<file path="src/hw/rtl/bba_pkg.sv">
package bba_pkg;

    // Default geometry of the pool.
    localparam int LEVELS_DEF     = 8;
    localparam int TOP_BLOCKS_DEF = 4;
    localparam int MAX_LEVELS     = 12;
    localparam int QUEUE_DEPTH    = 2;

    // The free map is kept in rows of this many node bits.
    localparam int ROW_W    = 32;
    localparam int ROW_LOG2 = 5;

    // Field widths.
    localparam int SIZE_W     = 20;
    localparam int OFFSET_W   = 21;
    localparam int MBL_W      = 4;
    localparam int HDR_W      = 8;
    localparam int RLVL_W     = 3;
    localparam int LVL_W      = 4;
    localparam int NODE_IDX_W = 15;
    localparam int CFG_IDX_W  = 1;

    localparam logic [MBL_W-1:0] MBL_RESET = 4'd5;
    localparam logic [HDR_W-1:0] HDR_RESET = 8'd16;

    typedef enum logic {
        OP_ALLOC = 1'b0,
        OP_FREE  = 1'b1
    } op_t;

    typedef enum logic [1:0] {
        ST_OK        = 2'd0,
        ST_ZERO      = 2'd1,
        ST_TOO_LARGE = 2'd2,
        ST_NO_MEM    = 2'd3
    } status_t;

    typedef enum logic [CFG_IDX_W-1:0] {
        CFG_MIN_BLOCK_LOG2 = 1'b0,
        CFG_HEADER_BYTES   = 1'b1
    } cfg_idx_t;

    // Request word.
    typedef struct packed {
        op_t                 op;
        logic [SIZE_W-1:0]   size_bytes;
        logic [OFFSET_W-1:0] data_offset;
    } bba_req_t;

    // Result word.
    typedef struct packed {
        status_t             status;
        logic [OFFSET_W-1:0] result_offset;
        logic [RLVL_W-1:0]   result_level;
    } bba_rsp_t;

    // Classified command handed from the front to the back.
    typedef struct packed {
        op_t                   op;
        logic                  reject;
        status_t               status;
        logic [LVL_W-1:0]      lvl;
        logic [NODE_IDX_W-1:0] node;
    } bba_cmd_t;

    typedef enum logic [3:0] {
        BK_CLEAR,
        BK_IDLE,
        BK_A_RD,
        BK_A_CHK,
        BK_A_SPLIT_RD,
        BK_A_SPLIT_WR,
        BK_F_UP_RD,
        BK_F_UP_CHK,
        BK_F_CLR_RD,
        BK_F_CLR_WR,
        BK_F_MRG_RD,
        BK_F_MRG_CHK,
        BK_F_SET_RD,
        BK_F_SET_WR
    } back_state_t;

    // Number of map rows that hold one level.
    function automatic int level_rows(int levels, int top, int lvl);
        return ((top << (levels - 1 - lvl)) + ROW_W - 1) >> ROW_LOG2;
    endfunction

    // First map row of a level; levels are stored bottom up.
    function automatic int row_base(int levels, int top, int lvl);
        int b;
        b = 0;
        for (int j = 0; j < MAX_LEVELS; j++)
        begin
            if (j < lvl && j < levels)
            begin
                b = b + level_rows(levels, top, j);
            end
        end
        return b;
    endfunction

endpackage

</file>
<file path="src/hw/rtl/bba_ram.sv">
module bba_ram
    import bba_pkg::*;
#(
    parameter int WIDTH = ROW_W,
    parameter int DEPTH = 2
)
(
    input  logic                     clk,
    input  logic                     we,
    input  logic [$clog2(DEPTH)-1:0] waddr,
    input  logic [WIDTH-1:0]         wdata,
    input  logic [$clog2(DEPTH)-1:0] raddr,
    output logic [WIDTH-1:0]         rdata
);

    logic [WIDTH-1:0] mem [DEPTH];

    // One write port and one registered read port.
    always_ff @(posedge clk)
    begin
        if (we)
        begin
            mem[waddr] <= wdata;
        end
        rdata <= mem[raddr];
    end

endmodule

</file>
<file path="src/hw/rtl/bba_front.sv">
module bba_front
    import bba_pkg::*;
#(
    parameter int LEVELS     = LEVELS_DEF,
    parameter int TOP_BLOCKS = TOP_BLOCKS_DEF
)
(
    input  bba_req_t         req,
    input  logic [MBL_W-1:0] min_block_log2,
    input  logic [HDR_W-1:0] header_bytes,
    output bba_cmd_t         cmd
);

    logic [OFFSET_W-1:0] need;
    logic [OFFSET_W-1:0] need_m1;
    logic [4:0]          ceil_log2;
    logic [4:0]          lvl_full;
    logic [4:0]          shamt;
    logic [OFFSET_W-1:0] start_off;
    logic [31:0]         align_mask;
    logic [39:0]         pool_bytes;
    logic [OFFSET_W-1:0] node_full;
    logic                hdr_ok;
    logic                aligned;
    logic                in_pool;

    // Size to level: round size plus header up to a power of two.
    always_comb
    begin
        need    = OFFSET_W'(req.size_bytes) + OFFSET_W'(header_bytes);
        need_m1 = need - OFFSET_W'(1);
        ceil_log2 = '0;
        for (int i = 0; i < OFFSET_W; i++)
        begin
            if (need_m1[i])
            begin
                ceil_log2 = 5'(i + 1);
            end
        end
        lvl_full = (ceil_log2 > {1'b0, min_block_log2}) ?
                   ceil_log2 - {1'b0, min_block_log2} : '0;
    end

    // Checks on the block named by a free.
    always_comb
    begin
        hdr_ok     = req.data_offset >= OFFSET_W'(header_bytes);
        start_off  = req.data_offset - OFFSET_W'(header_bytes);
        shamt      = {1'b0, min_block_log2} + lvl_full;
        align_mask = ~(32'hFFFF_FFFF << shamt);
        aligned    = (32'(start_off) & align_mask) == 32'd0;
        pool_bytes = 40'(TOP_BLOCKS) << ({1'b0, min_block_log2} + 5'(LEVELS - 1));
        in_pool    = 40'(start_off) < pool_bytes;
        node_full  = start_off >> shamt;
    end

    // Classification into a command for the back end.
    always_comb
    begin
        cmd.op     = req.op;
        cmd.reject = 1'b0;
        cmd.status = ST_OK;
        cmd.lvl    = LVL_W'(lvl_full);
        cmd.node   = NODE_IDX_W'(node_full);
        if (req.size_bytes == '0)
        begin
            cmd.reject = 1'b1;
            cmd.status = ST_ZERO;
            cmd.lvl    = '0;
        end
        else if (lvl_full > 5'(LEVELS - 1))
        begin
            cmd.reject = 1'b1;
            cmd.status = ST_TOO_LARGE;
            cmd.lvl    = '0;
        end
        else if (req.op == OP_FREE && !(hdr_ok && aligned && in_pool))
        begin
            cmd.reject = 1'b1;
            cmd.status = ST_TOO_LARGE;
            cmd.lvl    = '0;
        end
    end

endmodule

</file>
<file path="src/hw/rtl/bba_queue.sv">
module bba_queue
    import bba_pkg::*;
#(
    parameter int DEPTH = QUEUE_DEPTH
)
(
    input  logic     clk,
    input  logic     rst_n,
    input  logic     push,
    input  bba_cmd_t din,
    input  logic     pop,
    output bba_cmd_t dout,
    output logic     full,
    output logic     empty
);

    localparam int PW = (DEPTH > 1) ? $clog2(DEPTH) : 1;

    bba_cmd_t        entries_reg [DEPTH];
    logic [PW-1:0]   wr_ptr_reg, wr_ptr_next;
    logic [PW-1:0]   rd_ptr_reg, rd_ptr_next;
    logic [PW:0]     count_reg, count_next;
    logic            do_push, do_pop;

    assign full    = count_reg == (PW + 1)'(DEPTH);
    assign empty   = count_reg == '0;
    assign dout    = entries_reg[rd_ptr_reg];
    assign do_push = push && !full;
    assign do_pop  = pop && !empty;

    // Pointer and fill count update.
    always_comb
    begin
        wr_ptr_next = wr_ptr_reg;
        rd_ptr_next = rd_ptr_reg;
        count_next  = count_reg;
        if (do_push)
        begin
            wr_ptr_next = (wr_ptr_reg == PW'(DEPTH - 1)) ? '0 : wr_ptr_reg + PW'(1);
        end
        if (do_pop)
        begin
            rd_ptr_next = (rd_ptr_reg == PW'(DEPTH - 1)) ? '0 : rd_ptr_reg + PW'(1);
        end
        if (do_push && !do_pop)
        begin
            count_next = count_reg + (PW + 1)'(1);
        end
        else if (do_pop && !do_push)
        begin
            count_next = count_reg - (PW + 1)'(1);
        end
    end

    always_ff @(posedge clk or negedge rst_n)
    begin
        if (!rst_n)
        begin
            wr_ptr_reg <= '0;
            rd_ptr_reg <= '0;
            count_reg  <= '0;
        end
        else
        begin
            wr_ptr_reg <= wr_ptr_next;
            rd_ptr_reg <= rd_ptr_next;
            count_reg  <= count_next;
        end
    end

    // Entry storage.
    always_ff @(posedge clk)
    begin
        if (do_push)
        begin
            entries_reg[wr_ptr_reg] <= din;
        end
    end

endmodule

</file>
<file path="src/hw/rtl/bba_back.sv">
module bba_back
    import bba_pkg::*;
#(
    parameter int LEVELS     = LEVELS_DEF,
    parameter int TOP_BLOCKS = TOP_BLOCKS_DEF
)
(
    input  logic             clk,
    input  logic             rst_n,
    input  logic             q_empty,
    input  bba_cmd_t         q_head,
    output logic             q_pop,
    input  logic [MBL_W-1:0] min_block_log2,
    input  logic [HDR_W-1:0] header_bytes,
    output logic             clearing,
    output logic             done,
    output bba_rsp_t         rsp
);

    localparam int C0      = TOP_BLOCKS << (LEVELS - 1);
    localparam int GW      = $clog2(C0);
    localparam int LW      = $clog2(LEVELS);
    localparam int RIW     = (GW > ROW_LOG2) ? GW - ROW_LOG2 : 1;
    localparam int GXW     = GW + ROW_LOG2;
    localparam int SPW     = GXW + 1;
    localparam int SHW     = GW + 32;
    localparam int DEPTH   = row_base(LEVELS, TOP_BLOCKS, LEVELS);
    localparam int AW      = $clog2(DEPTH);
    localparam int TOP_ROW = row_base(LEVELS, TOP_BLOCKS, LEVELS - 1);
    localparam logic [ROW_W-1:0] TOP_ONES = ROW_W'((64'd1 << TOP_BLOCKS) - 64'd1);

    function automatic logic [RIW-1:0] row_of(logic [GW-1:0] x);
        logic [GXW-1:0] gx;
        gx = GXW'(x);
        return RIW'(gx >> ROW_LOG2);
    endfunction

    function automatic logic [ROW_LOG2-1:0] bit_of(logic [GW-1:0] x);
        logic [GXW-1:0] gx;
        gx = GXW'(x);
        return gx[ROW_LOG2-1:0];
    endfunction

    back_state_t      state_reg, state_next;
    bba_cmd_t         cmd_reg, cmd_next;
    logic [LW-1:0]    k_reg, k_next;
    logic [RIW-1:0]   row_reg, row_next;
    logic [GW-1:0]    g_reg, g_next;
    logic [GW-1:0]    w_reg, w_next;
    logic [AW-1:0]    clr_reg, clr_next;
    logic [AW-1:0]    addr_reg;
    logic             done_reg, done_next;
    bba_rsp_t         rsp_reg, rsp_next;

    logic             ram_we;
    logic [AW-1:0]    ram_waddr;
    logic [ROW_W-1:0] ram_wdata;
    logic [AW-1:0]    ram_raddr;
    logic [ROW_W-1:0] rdata;
    logic [RIW-1:0]   rd_row;

    logic [LW-1:0]       lvl;
    logic [RIW-1:0]      last_row;
    logic [ROW_LOG2-1:0] pe;
    logic [GW-1:0]       g_found;
    logic [GW-1:0]       fin_g;
    logic [SHW-1:0]      blk_start;
    logic [OFFSET_W-1:0] alloc_off;
    logic [LW-1:0]       sh_k, sh_n, n_lvl;
    logic [SPW-1:0]      lo_k, hi_k, lo_n;
    logic [ROW_W-1:0]    clr_mask;
    logic [SPW-1:0]      pos;

    assign lvl      = LW'(cmd_reg.lvl);
    assign clearing = state_reg == BK_CLEAR;
    assign done     = done_reg;
    assign rsp      = rsp_reg;

    bba_ram #(
        .WIDTH (ROW_W),
        .DEPTH (DEPTH)
    ) u_map (
        .clk   (clk),
        .we    (ram_we),
        .waddr (ram_waddr),
        .wdata (ram_wdata),
        .raddr (ram_raddr),
        .rdata (rdata)
    );

    // Map addressing: every read is at the current level.
    assign ram_raddr = AW'(row_base(LEVELS, TOP_BLOCKS, int'(k_reg))) + AW'(rd_row);
    assign ram_waddr = (state_reg == BK_CLEAR) ? clr_reg : addr_reg;
    assign last_row  = RIW'(level_rows(LEVELS, TOP_BLOCKS, int'(k_reg)) - 1);

    // Lowest free node in the row just read, and the data offset it gives.
    always_comb
    begin
        pe = '0;
        for (int i = ROW_W - 1; i >= 0; i--)
        begin
            if (rdata[i])
            begin
                pe = ROW_LOG2'(i);
            end
        end
        g_found   = GW'((GXW'(row_reg) << ROW_LOG2) | GXW'(pe));
        fin_g     = (state_reg == BK_A_CHK) ? g_found : g_reg;
        blk_start = SHW'(fin_g) << ({1'b0, min_block_log2} + 5'(lvl));
        alloc_off = OFFSET_W'(blk_start + SHW'(header_bytes));
    end

    // Node range covered by the freed block at the level being cleared.
    always_comb
    begin
        n_lvl = (state_reg == BK_F_UP_CHK) ? '0 : k_reg + LW'(1);
        sh_k  = lvl - k_reg;
        sh_n  = lvl - n_lvl;
        lo_k  = SPW'(g_reg) << sh_k;
        hi_k  = (SPW'(g_reg) + SPW'(1)) << sh_k;
        lo_n  = SPW'(g_reg) << sh_n;
        for (int i = 0; i < ROW_W; i++)
        begin
            pos         = SPW'({row_reg, ROW_LOG2'(i)});
            clr_mask[i] = (pos >= lo_k) && (pos < hi_k);
        end
    end

    // Sequencer over the free map.
    always_comb
    begin
        state_next = state_reg;
        cmd_next   = cmd_reg;
        k_next     = k_reg;
        row_next   = row_reg;
        g_next     = g_reg;
        w_next     = w_reg;
        clr_next   = clr_reg;
        done_next  = 1'b0;
        rsp_next   = rsp_reg;
        q_pop      = 1'b0;
        ram_we     = 1'b0;
        ram_wdata  = '0;
        rd_row     = row_reg;

        case (state_reg)
            BK_CLEAR:
            begin
                ram_we    = 1'b1;
                ram_wdata = (clr_reg == AW'(TOP_ROW)) ? TOP_ONES : '0;
                clr_next  = clr_reg + AW'(1);
                if (clr_reg == AW'(DEPTH - 1))
                begin
                    state_next = BK_IDLE;
                end
            end

            BK_IDLE:
            begin
                if (!q_empty)
                begin
                    q_pop    = 1'b1;
                    cmd_next = q_head;
                    k_next   = LW'(q_head.lvl);
                    g_next   = GW'(q_head.node);
                    w_next   = GW'(q_head.node);
                    row_next = '0;
                    if (q_head.reject)
                    begin
                        done_next              = 1'b1;
                        rsp_next.status        = q_head.status;
                        rsp_next.result_offset = '0;
                        rsp_next.result_level  = '0;
                    end
                    else if (q_head.op == OP_ALLOC)
                    begin
                        state_next = BK_A_RD;
                    end
                    else
                    begin
                        state_next = BK_F_UP_RD;
                    end
                end
            end

            // Allocate: scan rows upward from the requested level.
            BK_A_RD:
            begin
                rd_row     = row_reg;
                state_next = BK_A_CHK;
            end

            BK_A_CHK:
            begin
                if (rdata != '0)
                begin
                    ram_we    = 1'b1;
                    ram_wdata = rdata & ~(ROW_W'(1) << pe);
                    if (k_reg == lvl)
                    begin
                        done_next              = 1'b1;
                        rsp_next.status        = ST_OK;
                        rsp_next.result_offset = alloc_off;
                        rsp_next.result_level  = RLVL_W'(lvl);
                        state_next             = BK_IDLE;
                    end
                    else
                    begin
                        k_next     = k_reg - LW'(1);
                        g_next     = g_found << 1;
                        state_next = BK_A_SPLIT_RD;
                    end
                end
                else if (row_reg == last_row)
                begin
                    if (k_reg == LW'(LEVELS - 1))
                    begin
                        done_next              = 1'b1;
                        rsp_next.status        = ST_NO_MEM;
                        rsp_next.result_offset = '0;
                        rsp_next.result_level  = RLVL_W'(lvl);
                        state_next             = BK_IDLE;
                    end
                    else
                    begin
                        k_next     = k_reg + LW'(1);
                        row_next   = '0;
                        state_next = BK_A_RD;
                    end
                end
                else
                begin
                    row_next   = row_reg + RIW'(1);
                    state_next = BK_A_RD;
                end
            end

            // Split: the upper half of each halved block becomes free.
            BK_A_SPLIT_RD:
            begin
                rd_row     = row_of(g_reg);
                state_next = BK_A_SPLIT_WR;
            end

            BK_A_SPLIT_WR:
            begin
                ram_we    = 1'b1;
                ram_wdata = rdata | (ROW_W'(1) << bit_of(g_reg | GW'(1)));
                if (k_reg == lvl)
                begin
                    done_next              = 1'b1;
                    rsp_next.status        = ST_OK;
                    rsp_next.result_offset = alloc_off;
                    rsp_next.result_level  = RLVL_W'(lvl);
                    state_next             = BK_IDLE;
                end
                else
                begin
                    k_next     = k_reg - LW'(1);
                    g_next     = g_reg << 1;
                    state_next = BK_A_SPLIT_RD;
                end
            end

            // Free: look for a free block that already covers this one.
            BK_F_UP_RD:
            begin
                rd_row     = row_of(w_reg);
                state_next = BK_F_UP_CHK;
            end

            BK_F_UP_CHK:
            begin
                if (rdata[bit_of(w_reg)])
                begin
                    done_next              = 1'b1;
                    rsp_next.status        = ST_OK;
                    rsp_next.result_offset = '0;
                    rsp_next.result_level  = RLVL_W'(k_reg);
                    state_next             = BK_IDLE;
                end
                else if (k_reg != LW'(LEVELS - 1))
                begin
                    k_next     = k_reg + LW'(1);
                    w_next     = w_reg >> 1;
                    state_next = BK_F_UP_RD;
                end
                else if (lvl != '0)
                begin
                    k_next     = '0;
                    row_next   = row_of(GW'(lo_n));
                    state_next = BK_F_CLR_RD;
                end
                else
                begin
                    k_next     = lvl;
                    w_next     = g_reg;
                    state_next = (lvl == LW'(LEVELS - 1)) ? BK_F_SET_RD : BK_F_MRG_RD;
                end
            end

            // Clear free marks below the freed block, one row at a time.
            BK_F_CLR_RD:
            begin
                rd_row     = row_reg;
                state_next = BK_F_CLR_WR;
            end

            BK_F_CLR_WR:
            begin
                ram_we    = 1'b1;
                ram_wdata = rdata & ~clr_mask;
                if (row_reg != row_of(GW'(hi_k - SPW'(1))))
                begin
                    row_next   = row_reg + RIW'(1);
                    state_next = BK_F_CLR_RD;
                end
                else if (k_reg + LW'(1) != lvl)
                begin
                    k_next     = k_reg + LW'(1);
                    row_next   = row_of(GW'(lo_n));
                    state_next = BK_F_CLR_RD;
                end
                else
                begin
                    k_next     = lvl;
                    w_next     = g_reg;
                    state_next = (lvl == LW'(LEVELS - 1)) ? BK_F_SET_RD : BK_F_MRG_RD;
                end
            end

            // Merge with the buddy while it is free.
            BK_F_MRG_RD:
            begin
                rd_row     = row_of(w_reg ^ GW'(1));
                state_next = BK_F_MRG_CHK;
            end

            BK_F_MRG_CHK:
            begin
                ram_we = 1'b1;
                if (rdata[bit_of(w_reg ^ GW'(1))])
                begin
                    ram_wdata  = rdata & ~(ROW_W'(1) << bit_of(w_reg ^ GW'(1)));
                    w_next     = w_reg >> 1;
                    k_next     = k_reg + LW'(1);
                    state_next = (k_reg + LW'(1) == LW'(LEVELS - 1)) ?
                                 BK_F_SET_RD : BK_F_MRG_RD;
                end
                else
                begin
                    // The buddy shares the row, so the mark goes in now.
                    ram_wdata              = rdata | (ROW_W'(1) << bit_of(w_reg));
                    done_next              = 1'b1;
                    rsp_next.status        = ST_OK;
                    rsp_next.result_offset = '0;
                    rsp_next.result_level  = RLVL_W'(k_reg);
                    state_next             = BK_IDLE;
                end
            end

            BK_F_SET_RD:
            begin
                rd_row     = row_of(w_reg);
                state_next = BK_F_SET_WR;
            end

            BK_F_SET_WR:
            begin
                ram_we                 = 1'b1;
                ram_wdata              = rdata | (ROW_W'(1) << bit_of(w_reg));
                done_next              = 1'b1;
                rsp_next.status        = ST_OK;
                rsp_next.result_offset = '0;
                rsp_next.result_level  = RLVL_W'(k_reg);
                state_next             = BK_IDLE;
            end

            default:
            begin
                state_next = BK_IDLE;
            end
        endcase
    end

    // Control state.
    always_ff @(posedge clk or negedge rst_n)
    begin
        if (!rst_n)
        begin
            state_reg <= BK_CLEAR;
            k_reg     <= '0;
            clr_reg   <= '0;
            done_reg  <= 1'b0;
        end
        else
        begin
            state_reg <= state_next;
            k_reg     <= k_next;
            clr_reg   <= clr_next;
            done_reg  <= done_next;
        end
    end

    // Working values and the result word.
    always_ff @(posedge clk)
    begin
        cmd_reg  <= cmd_next;
        row_reg  <= row_next;
        g_reg    <= g_next;
        w_reg    <= w_next;
        addr_reg <= ram_raddr;
        rsp_reg  <= rsp_next;
    end

    // A result is only ever issued on the way back to idle.
    a_done_idle: assert property (@(posedge clk) disable iff (!rst_n)
        done_reg |-> state_reg == BK_IDLE)
        else $error("result issued outside idle");

    // No result leaves while the map is being initialised.
    a_no_done_clear: assert property (@(posedge clk) disable iff (!rst_n)
        state_reg == BK_CLEAR |-> !done_reg)
        else $error("result during map clearing");

    // The level cursor stays inside the tree.
    a_k_range: assert property (@(posedge clk) disable iff (!rst_n)
        k_reg <= LW'(LEVELS - 1))
        else $error("level cursor out of range");

    // The map is never written while waiting for a command.
    a_idle_no_write: assert property (@(posedge clk) disable iff (!rst_n)
        state_reg == BK_IDLE |-> !ram_we)
        else $error("map write while idle");

endmodule

</file>
<file path="src/hw/rtl/buddy_block_allocator.sv">
// Channel   | Handshake          | Word                  | Notes
// ----------+--------------------+-----------------------+------------------------------
// request   | start, busy        | req (bba_req_t)       | taken when start && !busy
// result    | done               | rsp (bba_rsp_t)       | one cycle, cannot be held off
// config    | cfg_we             | cfg_index, cfg_data   | written at once, no read-back
//
// After reset the free map is cleared by a pass of one row per cycle; busy is
// high for its length.
// An allocate reads map rows from the requested level up until one holds a free
// node, then splits down to the requested level; the single map port sets the pace.
// A free checks upward for a covering free block, clears any marks below it, merges
// with free buddies and sets its mark; rejected words are answered from idle.
// A two-word queue lets new requests in while the back end works.
module buddy_block_allocator
    import bba_pkg::*;
#(
    parameter int LEVELS     = LEVELS_DEF,
    parameter int TOP_BLOCKS = TOP_BLOCKS_DEF
)
(
    input  logic                 clk,
    input  logic                 rst_n,
    input  logic                 start,
    output logic                 busy,
    input  bba_req_t             req,
    output logic                 done,
    output bba_rsp_t             rsp,
    input  logic                 cfg_we,
    input  logic [CFG_IDX_W-1:0] cfg_index,
    input  logic [HDR_W-1:0]     cfg_data
);

    logic [MBL_W-1:0] mbl_reg, mbl_next;
    logic [HDR_W-1:0] hdr_reg, hdr_next;
    bba_cmd_t         front_cmd;
    bba_cmd_t         q_head;
    logic             q_full, q_empty, q_pop;
    logic             clearing;
    logic             accept;

    // Configuration registers.
    always_comb
    begin
        mbl_next = mbl_reg;
        hdr_next = hdr_reg;
        if (cfg_we)
        begin
            case (cfg_idx_t'(cfg_index))
                CFG_MIN_BLOCK_LOG2: mbl_next = cfg_data[MBL_W-1:0];
                CFG_HEADER_BYTES:   hdr_next = cfg_data;
                default:            ;
            endcase
        end
    end

    always_ff @(posedge clk or negedge rst_n)
    begin
        if (!rst_n)
        begin
            mbl_reg <= MBL_RESET;
            hdr_reg <= HDR_RESET;
        end
        else
        begin
            mbl_reg <= mbl_next;
            hdr_reg <= hdr_next;
        end
    end

    // Request acceptance.
    assign busy   = q_full || clearing;
    assign accept = start && !busy;

    bba_front #(
        .LEVELS     (LEVELS),
        .TOP_BLOCKS (TOP_BLOCKS)
    ) u_front (
        .req            (req),
        .min_block_log2 (mbl_reg),
        .header_bytes   (hdr_reg),
        .cmd            (front_cmd)
    );

    bba_queue #(
        .DEPTH (QUEUE_DEPTH)
    ) u_queue (
        .clk   (clk),
        .rst_n (rst_n),
        .push  (accept),
        .din   (front_cmd),
        .pop   (q_pop),
        .dout  (q_head),
        .full  (q_full),
        .empty (q_empty)
    );

    bba_back #(
        .LEVELS     (LEVELS),
        .TOP_BLOCKS (TOP_BLOCKS)
    ) u_back (
        .clk            (clk),
        .rst_n          (rst_n),
        .q_empty        (q_empty),
        .q_head         (q_head),
        .q_pop          (q_pop),
        .min_block_log2 (mbl_reg),
        .header_bytes   (hdr_reg),
        .clearing       (clearing),
        .done           (done),
        .rsp            (rsp)
    );

endmodule
</file>
<file path="config.mk">
export PLATFORM = sky130hd
export DESIGN_NAME = buddy_block_allocator
export DESIGN_NICKNAME = d
export VERILOG_FILES = /design/src/hw/rtl/bba_pkg.sv /design/src/hw/rtl/bba_ram.sv /design/src/hw/rtl/bba_front.sv /design/src/hw/rtl/bba_queue.sv /design/src/hw/rtl/bba_back.sv /design/src/hw/rtl/buddy_block_allocator.sv
export SDC_FILE = /design/constraint.sdc
export NUM_CORES = 2
export LEC_CHECK = 0
export BUFFER_PORTS_ARGS = -buffer_cell sky130_fd_sc_hd__buf_2
export CORE_UTILIZATION = 40
export DETAILED_ROUTE_END_ITERATION = 10
export HOLD_SLACK_MARGIN = 0.02
export PLACE_DENSITY = 0.57
export SYNTH_ARGS = -nofsm -noshare
export SYNTH_HDL_FRONTEND = slang
export SYNTH_SLANG_ARGS = --single-unit
</file>
<file path="constraint.sdc">
create_clock -name clk -period 7.82 [get_ports clk]
set_input_delay 0.782 -clock clk [delete_from_list [all_inputs] [get_ports clk]]
set_output_delay 0.782 -clock clk [all_outputs]
set_load 0.01 [all_outputs]
</file>
==> impl_metrics.json <==
{
  "status": "finished clean",
  "worst_slack_ps": 503,
  "path_clk_slew_ps": 60,
  "syn_inst": 4185,
  "ys_types": 111,
  "design.portCount": 83,
  "post_drt_via_cell_ratio": 6.01,
  "synth-seq-cells": 1239,
  "grt_first_pass_wirelength_mm": 254,
  "synth_warnings": 0,
  "timing.critical_path.from": "hdr_reg[1]",
  "critical-path-top-cell-by-count": "sky130_fd_sc_hd__ha_1",
  "cts_tree": "built",
  "max_cap_violations": 0,
  "preCtsSetupSlack_ps": -113,
  "grt_pass1_vias": 37442,
  "hold_buffers": 0,
  "relSlewSlack": 0.184,
  "drc": 0,
  "synth.yosys.seq_area_share": 0.614,
  "grt_remaining_overflow": 0,
  "critPathLaunchType": "flop",
  "grt_max_degree": 140,
  "post_synth_main_area_contributors": "sky130_fd_sc_hd__edfxtp_1 59%, sky130_fd_sc_hd__mux4_2 11%, sky130_fd_sc_hd__a21oi_1 2.4%",
  "drtPass1Iterations": 6,
  "synthToLayoutAreaGrowth_pct": 13.2,
  "via_count": 38407,
  "timing.final.max_slew_violations": 0,
  "max_stage_delay_ps": 530,
  "number_of_nets_in_the_layout": 4533,
  "fin_crit_sh": 0.936,
  "cts-htree-levels": 3,
  "fp.dieArea_um2": 151000,
  "required_ps": 8250,
  "final.setup.tns_ps": 0,
  "routed_wirelength_mm": 172,
  "criticalPathCategory": "reg2reg",
  "worst-path-max-fanout": 5,
  "starting_drc_count_in_detailed_routing": 3884,
  "die_w_um": 389,
  "cts_inserted_buffers": 120,
  "gp_congestion": 0.953,
  "antenna_violations_before_repair": 1,
  "post_synth_instance_area_um2": 59800,
  "ctsRootBufferMaster": "sky130_fd_sc_hd__clkbuf_16",
  "yosysTopAreaCellShare": 0.588,
  "largest_register_ffs": 1088,
  "port_buffers": 82,
  "floorplan.die.height_um": 389,
  "place_hpwl_mm": 105,
  "timing.final.setup_violations": 0,
  "clock_latency_ps": 790,
  "drt-wirelength-per-cell_um": 27.0,
  "core_ar_um2": 148000,
  "placement_rows": 141,
  "type_of_the_worst_min_delay_path": "in2async",
  "r2r_cells": 31,
  "track_usage": 0.226,
  "final_critical_delay_including_setup_and_external_delays_ps": 7320,
  "antenna_violating_nets_post_route": 0,
  "synth_top_flop_cell": "sky130_fd_sc_hd__edfxtp_1",
  "floorplan.initialDensity": 0.404,
  "ctsLongestPathBuffers": 3,
  "synth_top_cell_by_area": "sky130_fd_sc_hd__edfxtp_1",
  "final_util": 0.457,
  "synth.most_common_cell": "sky130_fd_sc_hd__edfxtp_1",
  "drive_gt1_frac": 0.200,
  "regToRegStartpoint": "hdr_reg[1]",
  "synth_commonest_cells": "1171 x sky130_fd_sc_hd__edfxtp_1, 296 x sky130_fd_sc_hd__mux4_2, 292 x sky130_fd_sc_hd__a21oi_1",
  "unrepaired_setup_endpoints_after_global_routing": "false",
  "worst_ep_arrival_time_ps": 7750,
  "timing.clock.skew_ps": 82.9,
  "synth-edff-count": 1171,
  "end_kind": "flop",
  "clkSinkCount": 1239,
  "async_flop_share": 0.0242,
  "dpl-instance-area_um2": 63800,
  "worst_slew_pin_slew_ps": 1220,
  "hold_violations": 0,
  "critical-path-slowest-cell": "sky130_fd_sc_hd__or4_4",
  "fmaxAchievable_mhz": 137,
  "syn_avg_cell_area_um2": 14.3,
  "final_instance_area_um2": 67700
}
-- critical path, delay by kind of cell, from the launching register on --
kind / cells / cell delay (ps)
DFF: 1 / 410
AOI/OAI and AO/OA: 13 / 2720
adders and majority gates: 4 / 1120
and+or+nand+nor: 9 / 2100
buffers and inverters: 3 / 310
xor gates and xnor gates: 2 / 350
-- per-layer routing --
metal | vias up | part of all wire | track usage
li1 | 16948 | - | -
met1 | 19686 | 0.43 | 0.320
met2 | 1491 | 0.47 | 0.363
met3 | 280 | 0.066 | 0.0303
met4 | 2 | 0.031 | 0.0703
met5 | - | 0.000075 | 0
-- per-stage QoR --
step,cells,hold WS (ps)
final,6386,136
after CTS,6385,93.2
after global routing,6385,147
after global placement,6161,478
after floorplan,4190,461
after detailed placement,6161,485
-- cell usage in the layout (no fill, tap or decap), types with 27 or more instances in the layout --
cell type / netlist / routed
sky130_fd_sc_hd__edfxtp_1: 1171 / 1171
sky130_fd_sc_hd__mux4_2: 296 / 296
sky130_fd_sc_hd__a21oi_1: 292 / 288
sky130_fd_sc_hd__nand2_1: 234 / 234
sky130_fd_sc_hd__nor2_1: 240 / 206
sky130_fd_sc_hd__buf_4: 0 / 179
sky130_fd_sc_hd__o21ai_0: 178 / 165
sky130_fd_sc_hd__a211oi_1: 149 / 148
sky130_fd_sc_hd__inv_1: 131 / 131
sky130_fd_sc_hd__nor2b_1: 128 / 128
sky130_fd_sc_hd__clkbuf_16: 0 / 123
sky130_fd_sc_hd__mux2i_1: 116 / 116
sky130_fd_sc_hd__ha_1: 116 / 115
sky130_fd_sc_hd__buf_2: 5 / 82
sky130_fd_sc_hd__nor3_1: 70 / 70
sky130_fd_sc_hd__nand3_1: 65 / 65
sky130_fd_sc_hd__xnor2_1: 48 / 46
sky130_fd_sc_hd__a31oi_1: 39 / 39
sky130_fd_sc_hd__clkbuf_1: 159 / 38
sky130_fd_sc_hd__dfxtp_1: 38 / 38
sky130_fd_sc_hd__nand2b_1: 35 / 35
sky130_fd_sc_hd__nor2_4: 0 / 34
sky130_fd_sc_hd__o211ai_1: 30 / 30
sky130_fd_sc_hd__and3_1: 28 / 28
sky130_fd_sc_hd__a21o_1: 28 / 28
sky130_fd_sc_hd__xor2_1: 30 / 27
sky130_fd_sc_hd__dfrtp_1: 27 / 27
-- worst paths after layout --
| kind | slack, ps | endpoint |
|---|---|---|
| worst max-delay path | 500 | u_queue.entries_reg[1][21] |
| worst min-delay path | 140 | u_queue.count_reg[1] |
| worst max register to register | 500 | u_queue.entries_reg[1][21] |
| worst min register to register | 490 | u_queue.wr_ptr_reg |
| max in group asynchronous | 7180 | u_back.state_reg[1] |
| min in group clk | 300 | u_queue.entries_reg[0][22] |
-- final cells by class --
cell class / count / area [µm²]
antenna: 1 / 2.50
timing repair buffer: 272 / 1970
inverter: 133 / 499
clock buffer: 172 / 3370
sequential: 1239 / 36700
tap: 1930 / 2410
clock inverter: 52 / 504
multi-input combinational: 2587 / 22200
fill: 13034 / 80300
-- cells by family (layout without fill, tap and decap cells) --
group,Yosys count,after routing,share of synthesized area
compound gates,986,986,0.108
xor+xnor,81,81,0.0124
fa+ha+maj,125,125,0.0273
buf+inv,364,629,0.0236
flops,1239,1239,0.614
mux,435,435,0.135
other cells,1,7,0.0000627
simple gates,954,954,0.0800
-- timing repair --
item / in CTS / in global routing
buffers inserted: 0 / 0
endpoints found under the setup margin: 0 / 24
gates resized for setup: 0 / 10
Power is left out: the tool's default activity adds up to more than one toggle a clock period on the data nets, which glitch-free logic cannot reach.
